File: config.mk
export PLATFORM = sky130hd
export DESIGN_NAME = rv32i_instruction_decoder_top
export DESIGN_NICKNAME = d
export VERILOG_FILES = /design/src/hw/rtl/rvid_pkg.sv /design/src/hw/rtl/rv32i_instruction_decoder_top.sv
export VERILOG_INCLUDE_DIRS = /design/src /design/src/hw/rtl
export SDC_FILE = /design/constraint.sdc
export NUM_CORES = 1
export LEC_CHECK = 0
export BUFFER_PORTS_ARGS = -buffer_cell sky130_fd_sc_hd__buf_2
export CORE_MARGIN = 4
export CORE_UTILIZATION = 59
export DETAILED_ROUTE_END_ITERATION = 10
export PLACE_DENSITY = 0.8
export RECOVER_POWER = 25
export SLEW_MARGIN = 10
export SYNTH_ARGS = -nofsm -noshare
export SYNTH_HDL_FRONTEND = slang
export SYNTH_SLANG_ARGS = --single-unit
File: constraint.sdc
create_clock -name clk -period 10.85 [get_ports clk]
set_clock_uncertainty 0.05 [all_clocks]
set_input_delay 2.17 -clock clk [delete_from_list [all_inputs] [get_ports clk]]
set_output_delay 2.17 -clock clk [all_outputs]
set_load 0.05 [all_outputs]
File: src/hw/rtl/rv32i_instruction_decoder_top_assert.svh
// ----------------------------------------------------------------------------
// RV32I instruction decoder assertion macros
// Concurrent assertion helpers clocked on clk and disabled during reset.
// ----------------------------------------------------------------------------
`ifndef RV32I_INSTRUCTION_DECODER_TOP_ASSERT_SVH
`define RV32I_INSTRUCTION_DECODER_TOP_ASSERT_SVH

// Same-cycle implication.
`define RVID_ASSERT_NOW(label, ante, cons) \
  label: assert property (@(posedge clk) disable iff (!rst_n) (ante) |-> (cons)) \
    else $error("rvid: same-cycle check failed");

// Next-cycle implication.
`define RVID_ASSERT_NEXT(label, ante, cons) \
  label: assert property (@(posedge clk) disable iff (!rst_n) (ante) |=> (cons)) \
    else $error("rvid: next-cycle check failed");

`endif

File: src/hw/rtl/rvid_pkg.sv
// ----------------------------------------------------------------------------
// RV32I instruction decoder package
// Opcode, format and operation codes, and the funct3 lookup functions.
// ----------------------------------------------------------------------------
`default_nettype none

package rvid_pkg;

  localparam logic [6:0] OPC_OP     = 7'b0110011;
  localparam logic [6:0] OPC_OPIMM  = 7'b0010011;
  localparam logic [6:0] OPC_LOAD   = 7'b0000011;
  localparam logic [6:0] OPC_JALR   = 7'b1100111;
  localparam logic [6:0] OPC_STORE  = 7'b0100011;
  localparam logic [6:0] OPC_BRANCH = 7'b1100011;
  localparam logic [6:0] OPC_LUI    = 7'b0110111;
  localparam logic [6:0] OPC_AUIPC  = 7'b0010111;
  localparam logic [6:0] OPC_JAL    = 7'b1101111;

  localparam logic [6:0] F7_BASE = 7'h00;
  localparam logic [6:0] F7_ALT  = 7'h20;

  localparam logic [2:0] FMT_R = 3'd0;
  localparam logic [2:0] FMT_I = 3'd1;
  localparam logic [2:0] FMT_S = 3'd2;
  localparam logic [2:0] FMT_B = 3'd3;
  localparam logic [2:0] FMT_U = 3'd4;
  localparam logic [2:0] FMT_J = 3'd5;
  localparam logic [2:0] FMT_X = 3'd6;

  localparam logic [5:0] OP_UNKNOWN   = 6'd0;
  localparam logic [5:0] OP_UNMATCHED = 6'd1;
  localparam logic [5:0] OP_ADD   = 6'd2;
  localparam logic [5:0] OP_AND   = 6'd3;
  localparam logic [5:0] OP_OR    = 6'd4;
  localparam logic [5:0] OP_XOR   = 6'd5;
  localparam logic [5:0] OP_SLL   = 6'd6;
  localparam logic [5:0] OP_SRL   = 6'd7;
  localparam logic [5:0] OP_SLT   = 6'd8;
  localparam logic [5:0] OP_SLTU  = 6'd9;
  localparam logic [5:0] OP_SUB   = 6'd10;
  localparam logic [5:0] OP_SRA   = 6'd11;
  localparam logic [5:0] OP_ADDI  = 6'd12;
  localparam logic [5:0] OP_ANDI  = 6'd13;
  localparam logic [5:0] OP_ORI   = 6'd14;
  localparam logic [5:0] OP_XORI  = 6'd15;
  localparam logic [5:0] OP_SLTI  = 6'd16;
  localparam logic [5:0] OP_SLTIU = 6'd17;
  localparam logic [5:0] OP_SLLI  = 6'd18;
  localparam logic [5:0] OP_SRLI  = 6'd19;
  localparam logic [5:0] OP_LW    = 6'd20;
  localparam logic [5:0] OP_LB    = 6'd21;
  localparam logic [5:0] OP_LBU   = 6'd22;
  localparam logic [5:0] OP_LHU   = 6'd23;
  localparam logic [5:0] OP_JALR  = 6'd24;
  localparam logic [5:0] OP_SW    = 6'd25;
  localparam logic [5:0] OP_SB    = 6'd26;
  localparam logic [5:0] OP_SH    = 6'd27;
  localparam logic [5:0] OP_BEQ   = 6'd28;
  localparam logic [5:0] OP_BNE   = 6'd29;
  localparam logic [5:0] OP_BLT   = 6'd30;
  localparam logic [5:0] OP_BGE   = 6'd31;
  localparam logic [5:0] OP_BLTU  = 6'd32;
  localparam logic [5:0] OP_BGEU  = 6'd33;
  localparam logic [5:0] OP_LUI   = 6'd34;
  localparam logic [5:0] OP_AUIPC = 6'd35;
  localparam logic [5:0] OP_JAL   = 6'd36;

  typedef enum logic [3:0] {
    KIND_OP,
    KIND_OPIMM,
    KIND_LOAD,
    KIND_JALR,
    KIND_STORE,
    KIND_BRANCH,
    KIND_LUI,
    KIND_AUIPC,
    KIND_JAL,
    KIND_NONE
  } kind_t;

  function automatic kind_t opcode_kind(input logic [6:0] opc);
    kind_t k;
    unique case (opc)
      OPC_OP:     k = KIND_OP;
      OPC_OPIMM:  k = KIND_OPIMM;
      OPC_LOAD:   k = KIND_LOAD;
      OPC_JALR:   k = KIND_JALR;
      OPC_STORE:  k = KIND_STORE;
      OPC_BRANCH: k = KIND_BRANCH;
      OPC_LUI:    k = KIND_LUI;
      OPC_AUIPC:  k = KIND_AUIPC;
      OPC_JAL:    k = KIND_JAL;
      default:    k = KIND_NONE;
    endcase
    return k;
  endfunction

  function automatic logic [5:0] r_base_op(input logic [2:0] f3);
    logic [5:0] op;
    unique case (f3)
      3'd0:    op = OP_ADD;
      3'd1:    op = OP_SLL;
      3'd2:    op = OP_SLT;
      3'd3:    op = OP_SLTU;
      3'd4:    op = OP_XOR;
      3'd5:    op = OP_SRL;
      3'd6:    op = OP_OR;
      default: op = OP_AND;
    endcase
    return op;
  endfunction

  function automatic logic [5:0] r_alt_op(input logic [2:0] f3);
    logic [5:0] op;
    unique case (f3)
      3'd0:    op = OP_SUB;
      3'd5:    op = OP_SRA;
      default: op = OP_UNMATCHED;
    endcase
    return op;
  endfunction

  function automatic logic [5:0] opimm_op(input logic [2:0] f3);
    logic [5:0] op;
    unique case (f3)
      3'd0:    op = OP_ADDI;
      3'd1:    op = OP_SLLI;
      3'd2:    op = OP_SLTI;
      3'd3:    op = OP_SLTIU;
      3'd4:    op = OP_XORI;
      3'd5:    op = OP_SRLI;
      3'd6:    op = OP_ORI;
      default: op = OP_ANDI;
    endcase
    return op;
  endfunction

  function automatic logic [5:0] load_op(input logic [2:0] f3);
    logic [5:0] op;
    unique case (f3)
      3'd0:    op = OP_LB;
      3'd2:    op = OP_LW;
      3'd4:    op = OP_LBU;
      3'd5:    op = OP_LHU;
      default: op = OP_UNMATCHED;
    endcase
    return op;
  endfunction

  function automatic logic [5:0] store_op(input logic [2:0] f3);
    logic [5:0] op;
    unique case (f3)
      3'd0:    op = OP_SB;
      3'd1:    op = OP_SH;
      3'd2:    op = OP_SW;
      default: op = OP_UNMATCHED;
    endcase
    return op;
  endfunction

  function automatic logic [5:0] branch_op(input logic [2:0] f3);
    logic [5:0] op;
    unique case (f3)
      3'd0:    op = OP_BEQ;
      3'd1:    op = OP_BNE;
      3'd4:    op = OP_BLT;
      3'd5:    op = OP_BGE;
      3'd6:    op = OP_BLTU;
      3'd7:    op = OP_BGEU;
      default: op = OP_UNMATCHED;
    endcase
    return op;
  endfunction

endpackage

`default_nettype wire

File: src/hw/rtl/rv32i_instruction_decoder_top.sv
// ----------------------------------------------------------------------------
// RV32I instruction decoder
// Three-stage pipelined decoder of RV32I instruction words into format,
// operation, register fields, funct fields and the sign-extended immediate.
// ----------------------------------------------------------------------------
//
//   Channel  Handshake             Payload
//   in       in_valid / in_ready   in_instruction_word
//   out      out_valid / out_ready out_format_class .. out_immediate
//
// An item can be accepted every cycle while in_ready is high. Its result
// passes through the stage-one and stage-two registers to the output register.
// Stage one classifies the major opcode, stage two looks up format, operation
// and funct7, stage three assembles the immediate into the output register.
// A stall holds each full stage in place; empty stages still fill.
// Reset clears the stage valid bits only.
`default_nettype none

`include "rv32i_instruction_decoder_top_assert.svh"

module rv32i_instruction_decoder_top
  import rvid_pkg::*;
(
  input  logic               clk,
  input  logic               rst_n,
  input  logic               in_valid,
  output logic               in_ready,
  input  logic [31:0]        in_instruction_word,
  output logic               out_valid,
  input  logic               out_ready,
  output logic [2:0]         out_format_class,
  output logic [5:0]         out_operation,
  output logic [6:0]         out_major_opcode,
  output logic [4:0]         out_dest_reg,
  output logic [4:0]         out_src_reg_one,
  output logic [4:0]         out_src_reg_two,
  output logic [2:0]         out_func_three,
  output logic [6:0]         out_func_seven,
  output logic signed [31:0] out_immediate
);

  logic s1_v_r, s2_v_r, s3_v_r;
  logic s1_rdy, s2_rdy, s3_rdy;

  logic [31:0] s1_word_r;
  kind_t       s1_kind_r;

  logic [31:0] s2_word_r;
  logic [2:0]  s2_fmt_r;
  logic [5:0]  s2_op_r;
  logic [6:0]  s2_f7_r;

  logic [24:0]        s3_word_r;
  logic [2:0]         s3_fmt_r;
  logic [5:0]         s3_op_r;
  logic [6:0]         s3_f7_r;
  logic signed [31:0] s3_imm_r;

  logic [2:0]         s2_fmt_nxt;
  logic [5:0]         s2_op_nxt;
  logic [6:0]         s2_f7_nxt;
  logic signed [31:0] s3_imm_nxt;

  assign s3_rdy   = !s3_v_r || out_ready;
  assign s2_rdy   = !s2_v_r || s3_rdy;
  assign s1_rdy   = !s1_v_r || s2_rdy;
  assign in_ready = s1_rdy;

  always_ff @(posedge clk) begin
    if (!rst_n) begin
      s1_v_r <= 1'b0;
      s2_v_r <= 1'b0;
      s3_v_r <= 1'b0;
    end else begin
      if (s1_rdy) begin
        s1_v_r <= in_valid;
      end
      if (s2_rdy) begin
        s2_v_r <= s1_v_r;
      end
      if (s3_rdy) begin
        s3_v_r <= s2_v_r;
      end
    end
  end

  always_ff @(posedge clk) begin
    if (s1_rdy && in_valid) begin
      s1_word_r <= in_instruction_word;
      s1_kind_r <= opcode_kind(in_instruction_word[6:0]);
    end
  end

  always_comb begin
    s2_fmt_nxt = FMT_X;
    s2_op_nxt  = OP_UNKNOWN;
    s2_f7_nxt  = 7'd0;
    unique case (s1_kind_r)
      KIND_OP: begin
        s2_fmt_nxt = FMT_R;
        s2_f7_nxt  = s1_word_r[31:25];
        if (s1_word_r[31:25] == F7_BASE) begin
          s2_op_nxt = r_base_op(s1_word_r[14:12]);
        end else if (s1_word_r[31:25] == F7_ALT) begin
          s2_op_nxt = r_alt_op(s1_word_r[14:12]);
        end else begin
          s2_op_nxt = OP_UNMATCHED;
        end
      end
      KIND_OPIMM: begin
        s2_fmt_nxt = FMT_I;
        s2_op_nxt  = opimm_op(s1_word_r[14:12]);
        if (s1_word_r[13:12] == 2'b01) begin
          s2_f7_nxt = s1_word_r[31:25];
        end
      end
      KIND_LOAD: begin
        s2_fmt_nxt = FMT_I;
        s2_op_nxt  = load_op(s1_word_r[14:12]);
      end
      KIND_JALR: begin
        s2_fmt_nxt = FMT_I;
        s2_op_nxt  = OP_JALR;
      end
      KIND_STORE: begin
        s2_fmt_nxt = FMT_S;
        s2_op_nxt  = store_op(s1_word_r[14:12]);
      end
      KIND_BRANCH: begin
        s2_fmt_nxt = FMT_B;
        s2_op_nxt  = branch_op(s1_word_r[14:12]);
      end
      KIND_LUI: begin
        s2_fmt_nxt = FMT_U;
        s2_op_nxt  = OP_LUI;
      end
      KIND_AUIPC: begin
        s2_fmt_nxt = FMT_U;
        s2_op_nxt  = OP_AUIPC;
      end
      KIND_JAL: begin
        s2_fmt_nxt = FMT_J;
        s2_op_nxt  = OP_JAL;
      end
      default: begin
        s2_fmt_nxt = FMT_X;
        s2_op_nxt  = OP_UNKNOWN;
      end
    endcase
  end

  always_ff @(posedge clk) begin
    if (s2_rdy && s1_v_r) begin
      s2_word_r <= s1_word_r;
      s2_fmt_r  <= s2_fmt_nxt;
      s2_op_r   <= s2_op_nxt;
      s2_f7_r   <= s2_f7_nxt;
    end
  end

  always_comb begin
    case (s2_fmt_r)
      FMT_I: s3_imm_nxt = {{20{s2_word_r[31]}}, s2_word_r[31:20]};
      FMT_S: s3_imm_nxt = {{20{s2_word_r[31]}}, s2_word_r[31:25], s2_word_r[11:7]};
      FMT_B: s3_imm_nxt = {{19{s2_word_r[31]}}, s2_word_r[31], s2_word_r[7],
                           s2_word_r[30:25], s2_word_r[11:8], 1'b0};
      FMT_U: s3_imm_nxt = {s2_word_r[31:12], 12'd0};
      FMT_J: s3_imm_nxt = {{11{s2_word_r[31]}}, s2_word_r[31], s2_word_r[19:12],
                           s2_word_r[20], s2_word_r[30:21], 1'b0};
      default: s3_imm_nxt = 32'sd0;
    endcase
  end

  always_ff @(posedge clk) begin
    if (s3_rdy && s2_v_r) begin
      s3_word_r <= s2_word_r[24:0];
      s3_fmt_r  <= s2_fmt_r;
      s3_op_r   <= s2_op_r;
      s3_f7_r   <= s2_f7_r;
      s3_imm_r  <= s3_imm_nxt;
    end
  end

  assign out_valid        = s3_v_r;
  assign out_format_class = s3_fmt_r;
  assign out_operation    = s3_op_r;
  assign out_major_opcode = s3_word_r[6:0];
  assign out_dest_reg     = s3_word_r[11:7];
  assign out_func_three   = s3_word_r[14:12];
  assign out_src_reg_one  = s3_word_r[19:15];
  assign out_src_reg_two  = s3_word_r[24:20];
  assign out_func_seven   = s3_f7_r;
  assign out_immediate    = s3_imm_r;

  `RVID_ASSERT_NOW(a_unknown_clean, out_valid && (out_format_class == FMT_X),
    (out_operation == OP_UNKNOWN) && (out_immediate == 32'sd0) && (out_func_seven == 7'd0))
  `RVID_ASSERT_NOW(a_rtype_no_imm, out_valid && (out_format_class == FMT_R),
    out_immediate == 32'sd0)
  `RVID_ASSERT_NOW(a_f7_only_defined, out_valid && (out_func_seven != 7'd0),
    (out_format_class == FMT_R) || (out_operation == OP_SLLI) || (out_operation == OP_SRLI))
  `RVID_ASSERT_NEXT(a_s2_holds, s2_v_r && s3_v_r && !out_ready,
    s2_v_r && $stable(s2_word_r) && $stable(s2_op_r))
  `RVID_ASSERT_NEXT(a_s1_holds, s1_v_r && !s2_rdy,
    s1_v_r && $stable(s1_word_r))

endmodule

`default_nettype wire
Word level (Yosys, flattened, before mapping)
Cells that the tools add are included.

storage, ports and cells
  flip-flop bits (word level) = 160
  word-level logic and storage cells = 73

cells by class
  eq/ne operators = 31
  mux-type cells = 14
  reductions and logical operators = 14

operators by type and width
  kind                                                  number
  case mux 32 bit (5 select lines)                      1
  case mux 6 bit (9 select lines)                       1
  case mux 4 bit (9 select lines)                       1
  case mux 6 bit (6 select lines)                       1
  case mux 5 bit (7 select lines)                       1
  equality test 7 x 6 -> 1 bit (second input constant)  4
  case mux 4 bit (7 select lines)                       1
  equality test 7 bit (second input constant)           3
  case mux 5 bit (4 select lines)                       1
  equality test 3 bit (second input constant)           6
  case mux 3 bit (6 select lines)                       1
  equality test 4 x 3 -> 1 bit (second input constant)  4
  case mux 5 bit (3 select lines)                       1
  equality test 7 x 5 -> 1 bit (second input constant)  2
  case mux 7 bit (2 select lines)                       1
  equality test 3 x 2 -> 1 bit (second input constant)  4
  2-to-1 mux 6 bit                                      2
  equality test 4 x 2 -> 1 bit (second input constant)  2
  case mux 4 bit (2 select lines)                       1
  equality test 7 x 2 -> 1 bit (second input constant)  1
  zero test 7 bit                                       1
  2-to-1 mux 7 bit                                      1
  equality test 3 x 1 -> 1 bit (second input constant)  2
  equality test 4 x 1 -> 1 bit (second input constant)  1
  9 further kinds                                       15

Logic depth before layout (Yosys ltp)
  depth in word-level cells = 5
  mapped depth = 6
  gate-level depth less buffers = 4

Least setup slack after synthesis
OpenSTA, ideal clock, no wires.

  path type = input to register
  start = input port out_ready
  end = register s2_f7_r[0] (enable)
  setup time = 527 ps
  arrival time = 5,781 ps
  data required time = 10,273 ps
  path slack = 4,492 ps
  stages = 2
  cell sequence = nor2b_1 -> a21boi_0

between the ends
  cells in the longest elaborated chain, start to end = 3

ends and longest elaborated chain
  item                  line                                  text
  from (decl)           rv32i_instruction_decoder_top.sv:30   input logic out_ready,
  logical OR 1 bit      rv32i_instruction_decoder_top.sv:64   assign s3_rdy = !s3_v_r || out_ready;
  logical OR 1 bit      rv32i_instruction_decoder_top.sv:65   assign s2_rdy = !s2_v_r || s3_rdy;
  logical AND 1 bit     rv32i_instruction_decoder_top.sv:153  if (s2_rdy && s1_v_r) begin
  to (signal assigned)  rv32i_instruction_decoder_top.sv:157  s2_f7_r <= s2_f7_nxt;
  to (decl)             rv32i_instruction_decoder_top.sv:51   logic [6:0] s2_f7_r;

No other way between the ends.
A chain may end at the register's enable or synchronous reset.

Worst setup path after layout
  start = input port out_ready
  end = output port in_ready

between the ends
  cells in the longest elaborated chain, start to end = 3

ends and longest elaborated chain
  item              line                                 text
  logical OR 1 bit  rv32i_instruction_decoder_top.sv:64
  logical OR 1 bit  rv32i_instruction_decoder_top.sv:65
  logical OR 1 bit  rv32i_instruction_decoder_top.sv:66  assign s1_rdy = !s1_v_r || s2_rdy;
  to (decl)         rv32i_instruction_decoder_top.sv:27  output logic in_ready,

No other way between the ends.

==> flow_metrics.py <==
metrics = {
    "die": {
        "initial_core_util_pct": 60.8,
        "fp.coreArea_sq_um": 9770,
        "floorplan.die.height_um": 108,
        "placementRows": 36,
        "floorplan.io_pins": 111,
        "floorplan.die.width_um": 108,
        "die_area_sq_um": 11700,
    },
    "clock_tree": {
        "cts_tree": "yes",
        "clk_pin_slew_ns": 0.06,
        "cts_max_level": 4,
        "clock_tree.buffer_depth": 2,
        "cts.sinks": 160,
        "holdBufCountCts": 0,
        "cts_post_setup_buffers_inserted": 0,
        "post_cts_resized": 0,
        "cts-root-buf": "sky130_fd_sc_hd__clkbuf_8",
        "clkLatencyLatePin_ns": 0.52,
        "number_of_cts_inserted_buffers": 17,
    },
    "global_route": {
        "global_route.overflow_total": 0,
        "first_global_vias": 3161,
        "wire_length_of_the_first_global_routing_pass_um": 15600,
        "antenna_violations_before_repair": 0,
        "grt_max_degree": 74,
        "grt_use_total_pct": 18.1,
    },
    "finish": {
        "fin_area_sq_um": 7140,
        "diodes_inserted": 0,
        "final_nets": 490,
        "post_route_cells_drive_above_1_share_pct": 33.5,
        "synthToLayoutAreaGrowth_pct": 20.3,
        "fillcell_total": 588,
    },
    "sta": {
        "fin_ws_ns": 5.36,
        "finalSetupTns_ns": 0,
        "report.final.slew_viol_count": 0,
        "rsz0062_at_grt": "no",
        "hold_viol": 0,
        "worst_hold_slack_ns": 0.366,
        "max_fclk_mhz": 182,
        "finalCriticalPeriod_ns": 5.49,
        "max_slew.worst_pin.slew_ns": 0.904,
        "setup_violations": 0,
        "timing.final.crit_share_pct": 50.6,
        "max_slew_margin_pct": 39.8,
    },
    "synthesis": {
        "synth_edf_count": 157,
        "synth.lib_cells_used.distinct": 55,
        "synth_sequential_area_ratio_pct": 80.4,
        "syn_area_sq_um": 5940,
        "avgSynthCellArea_sq_um": 17.6,
        "yosys_register_bits": 160,
        "post_synth_most_frequent_cells": "sky130_fd_sc_hd__edfxtp_1 (157), sky130_fd_sc_hd__a21o_1 (19), sky130_fd_sc_hd__a21oi_1 (15)",
        "dominantRegCellSynth": "sky130_fd_sc_hd__edfxtp_1",
        "postSynthNetCount": 374,
        "post_synth_main_area_contributors": "sky130_fd_sc_hd__edfxtp_1 (79%), sky130_fd_sc_hd__a21o_1 (2.4%), sky130_fd_sc_hd__and2_1 (1.5%)",
        "synth_most_common_cell": "sky130_fd_sc_hd__edfxtp_1",
        "synthCells": 338,
        "ys_warn_count": 0,
        "async_reset_ff_share_pct": 0,
        "post-synth-top-area-fraction_pct": 79.4,
        "synth_top_area_cell": "sky130_fd_sc_hd__edfxtp_1",
    },
    "pwr": {
        "power_mw": 1.34,
        "power.density_cell_area_nw_per_um2": 188,
        "vdd_ir_drop_max_v": 0.000131,
        "power.static_leakage_nw": 2.64,
    },
    "place": {
        "finalWeightedCongestion": 0.859,
        "dpl.hpwl_um": 6650,
        "placedInstanceArea_sq_um": 6630,
        "buffer_ports.inserted": 110,
        "placement.setup.worst_slack_ns": 5.34,
    },
    "route": {
        "first_pass_iters": 5,
        "drt_iter0_drc": 170,
        "vias": 3210,
        "drt-total-wl_um": 10000,
        "antenna_violation_net_count_after_detailed_routing": 0,
        "residual_drc": 0,
        "drt-wirelength-per-cell_um": 16.7,
        "route.detailed.vias_per_inst": 5.36,
    },
    "critical_path": {
        "crit_type": "in -> out",
        "crit_fanout": 6,
        "timing.critical_path.required_ns": 8.63,
        "setup.worst_path.end_class": "primary output",
        "setup.worst_path.start_class": "input port",
        "worst_ep_arrival_time_ns": 3.27,
        "register_to_register_path_setup_slack_ns": 8.55,
    },
    "run": {
        "max_cap_violations": 0,
    },
    "worst_hold_path": {
        "hold_class": "reg -> reg",
    },
    "outcome": {
        "outcome": "completed",
    },
}
## sequential cells by signal (all words and copies together) (netlist names)
register	cells
out_immediate	32
s3_word_r	25
out_valid	1
s2_fmt_r	3
out_format_class	3
s1_v_r	1
s1_kind_r	4
s2_f7_r	7
s2_v_r	1
s2_op_r	6
out_operation	6
s2_word_r	32
out_func_seven	7
s1_word_r	32
## power breakdown
part / switching, mW / internal [mW]
Combinational: 0.0615 / 0.0280
Clock: 0.231 / 0.283
Sequential: 0.0220 / 0.715
Total: 0.315 / 1.03
## layout make-up
type	instances	area [sq um]	area share, %
sequential	160	4770	66.8
multi-input combinational	156	1080	15.2
timing repair buffer	113	573	8.02
clock buffer	17	414	5.80
tap	133	166	2.33
clock inverter	14	110	1.54
inverter	6	22.5	0.315
## worst max-delay path, stage by stage
cell and delay (ns):
sky130_fd_sc_hd__buf_2 0.09, sky130_fd_sc_hd__nor2b_1 0.58, sky130_fd_sc_hd__nand3_1 0.18, sky130_fd_sc_hd__buf_2 0.25
## per-stage QoR
| stage | cells | util, % |
|---|---|---|
| 3_5_place_dp | 568 | 67.8 |
| 2_1_floorplan | 338 | - |
| 5_1_grt | 599 | 73.1 |
| 6_report | 599 | 73.1 |
| 4_1_cts | 599 | 73.2 |
| 3_3_place_gp | 568 | 67.8 |
## layout by cell type, fill, tap and decap left out, types with 3 or more instances in the layout
master | synthesis | final
sky130_fd_sc_hd__buf_4 | 1 | 3
sky130_fd_sc_hd__clkinv_2 | 0 | 3
sky130_fd_sc_hd__nand3b_1 | 5 | 5
sky130_fd_sc_hd__a21o_1 | 19 | 19
sky130_fd_sc_hd__clkinvlp_4 | 0 | 3
sky130_fd_sc_hd__and2_1 | 14 | 10
sky130_fd_sc_hd__nor3_1 | 3 | 3
sky130_fd_sc_hd__nor2_1 | 10 | 11
sky130_fd_sc_hd__nand3_1 | 4 | 4
sky130_fd_sc_hd__buf_2 | 11 | 110
sky130_fd_sc_hd__inv_1 | 5 | 5
sky130_fd_sc_hd__a22o_1 | 4 | 4
sky130_fd_sc_hd__dfxtp_1 | 3 | 3
sky130_fd_sc_hd__clkinv_4 | 0 | 3
sky130_fd_sc_hd__o21ai_0 | 10 | 11
sky130_fd_sc_hd__a21oi_1 | 15 | 16
sky130_fd_sc_hd__and2_0 | 0 | 4
sky130_fd_sc_hd__clkbuf_16 | 0 | 16
sky130_fd_sc_hd__nand2_1 | 7 | 7
sky130_fd_sc_hd__nor2b_1 | 10 | 9
sky130_fd_sc_hd__inv_6 | 0 | 4
sky130_fd_sc_hd__nand2b_1 | 8 | 8
sky130_fd_sc_hd__edfxtp_1 | 157 | 157
## per-layer routing
layer	share of wire (%)	vias to the layer above	GRT usage [%]
li1	-	1551	-
met1	37	1540	20.5
met2	55	99	31.5
met3	5.8	20	5.37
met4	1.9	0	8.84
met5	0	-	0
## final timing paths
path / from / to / cells past startpoint
max: out_ready / in_ready / 4
min: s1_word_r[10] / s2_word_r[10] / 0
max reg2reg: s2_fmt_r[1] / out_immediate[30] / 3
min reg2reg: s1_word_r[10] / s2_word_r[10] / 0
## logic make-up (layout without fill, tap and decap cells)
| group | count (synthesis) | count (layout) | share of synthesized area (%) |
|---|---|---|---|
| multiplexers | 3 | 3 | 0.527 |
| AND/OR/NAND/NOR | 74 | 74 | 7.86 |
| flip-flops | 160 | 160 | 80.4 |
| buffers and inverters | 22 | 150 | 1.83 |
| XOR/XNOR | 1 | 1 | 0.147 |
| AO/OA/AOI/OAI | 78 | 78 | 9.25 |
(Power assumes the default switching activity.)
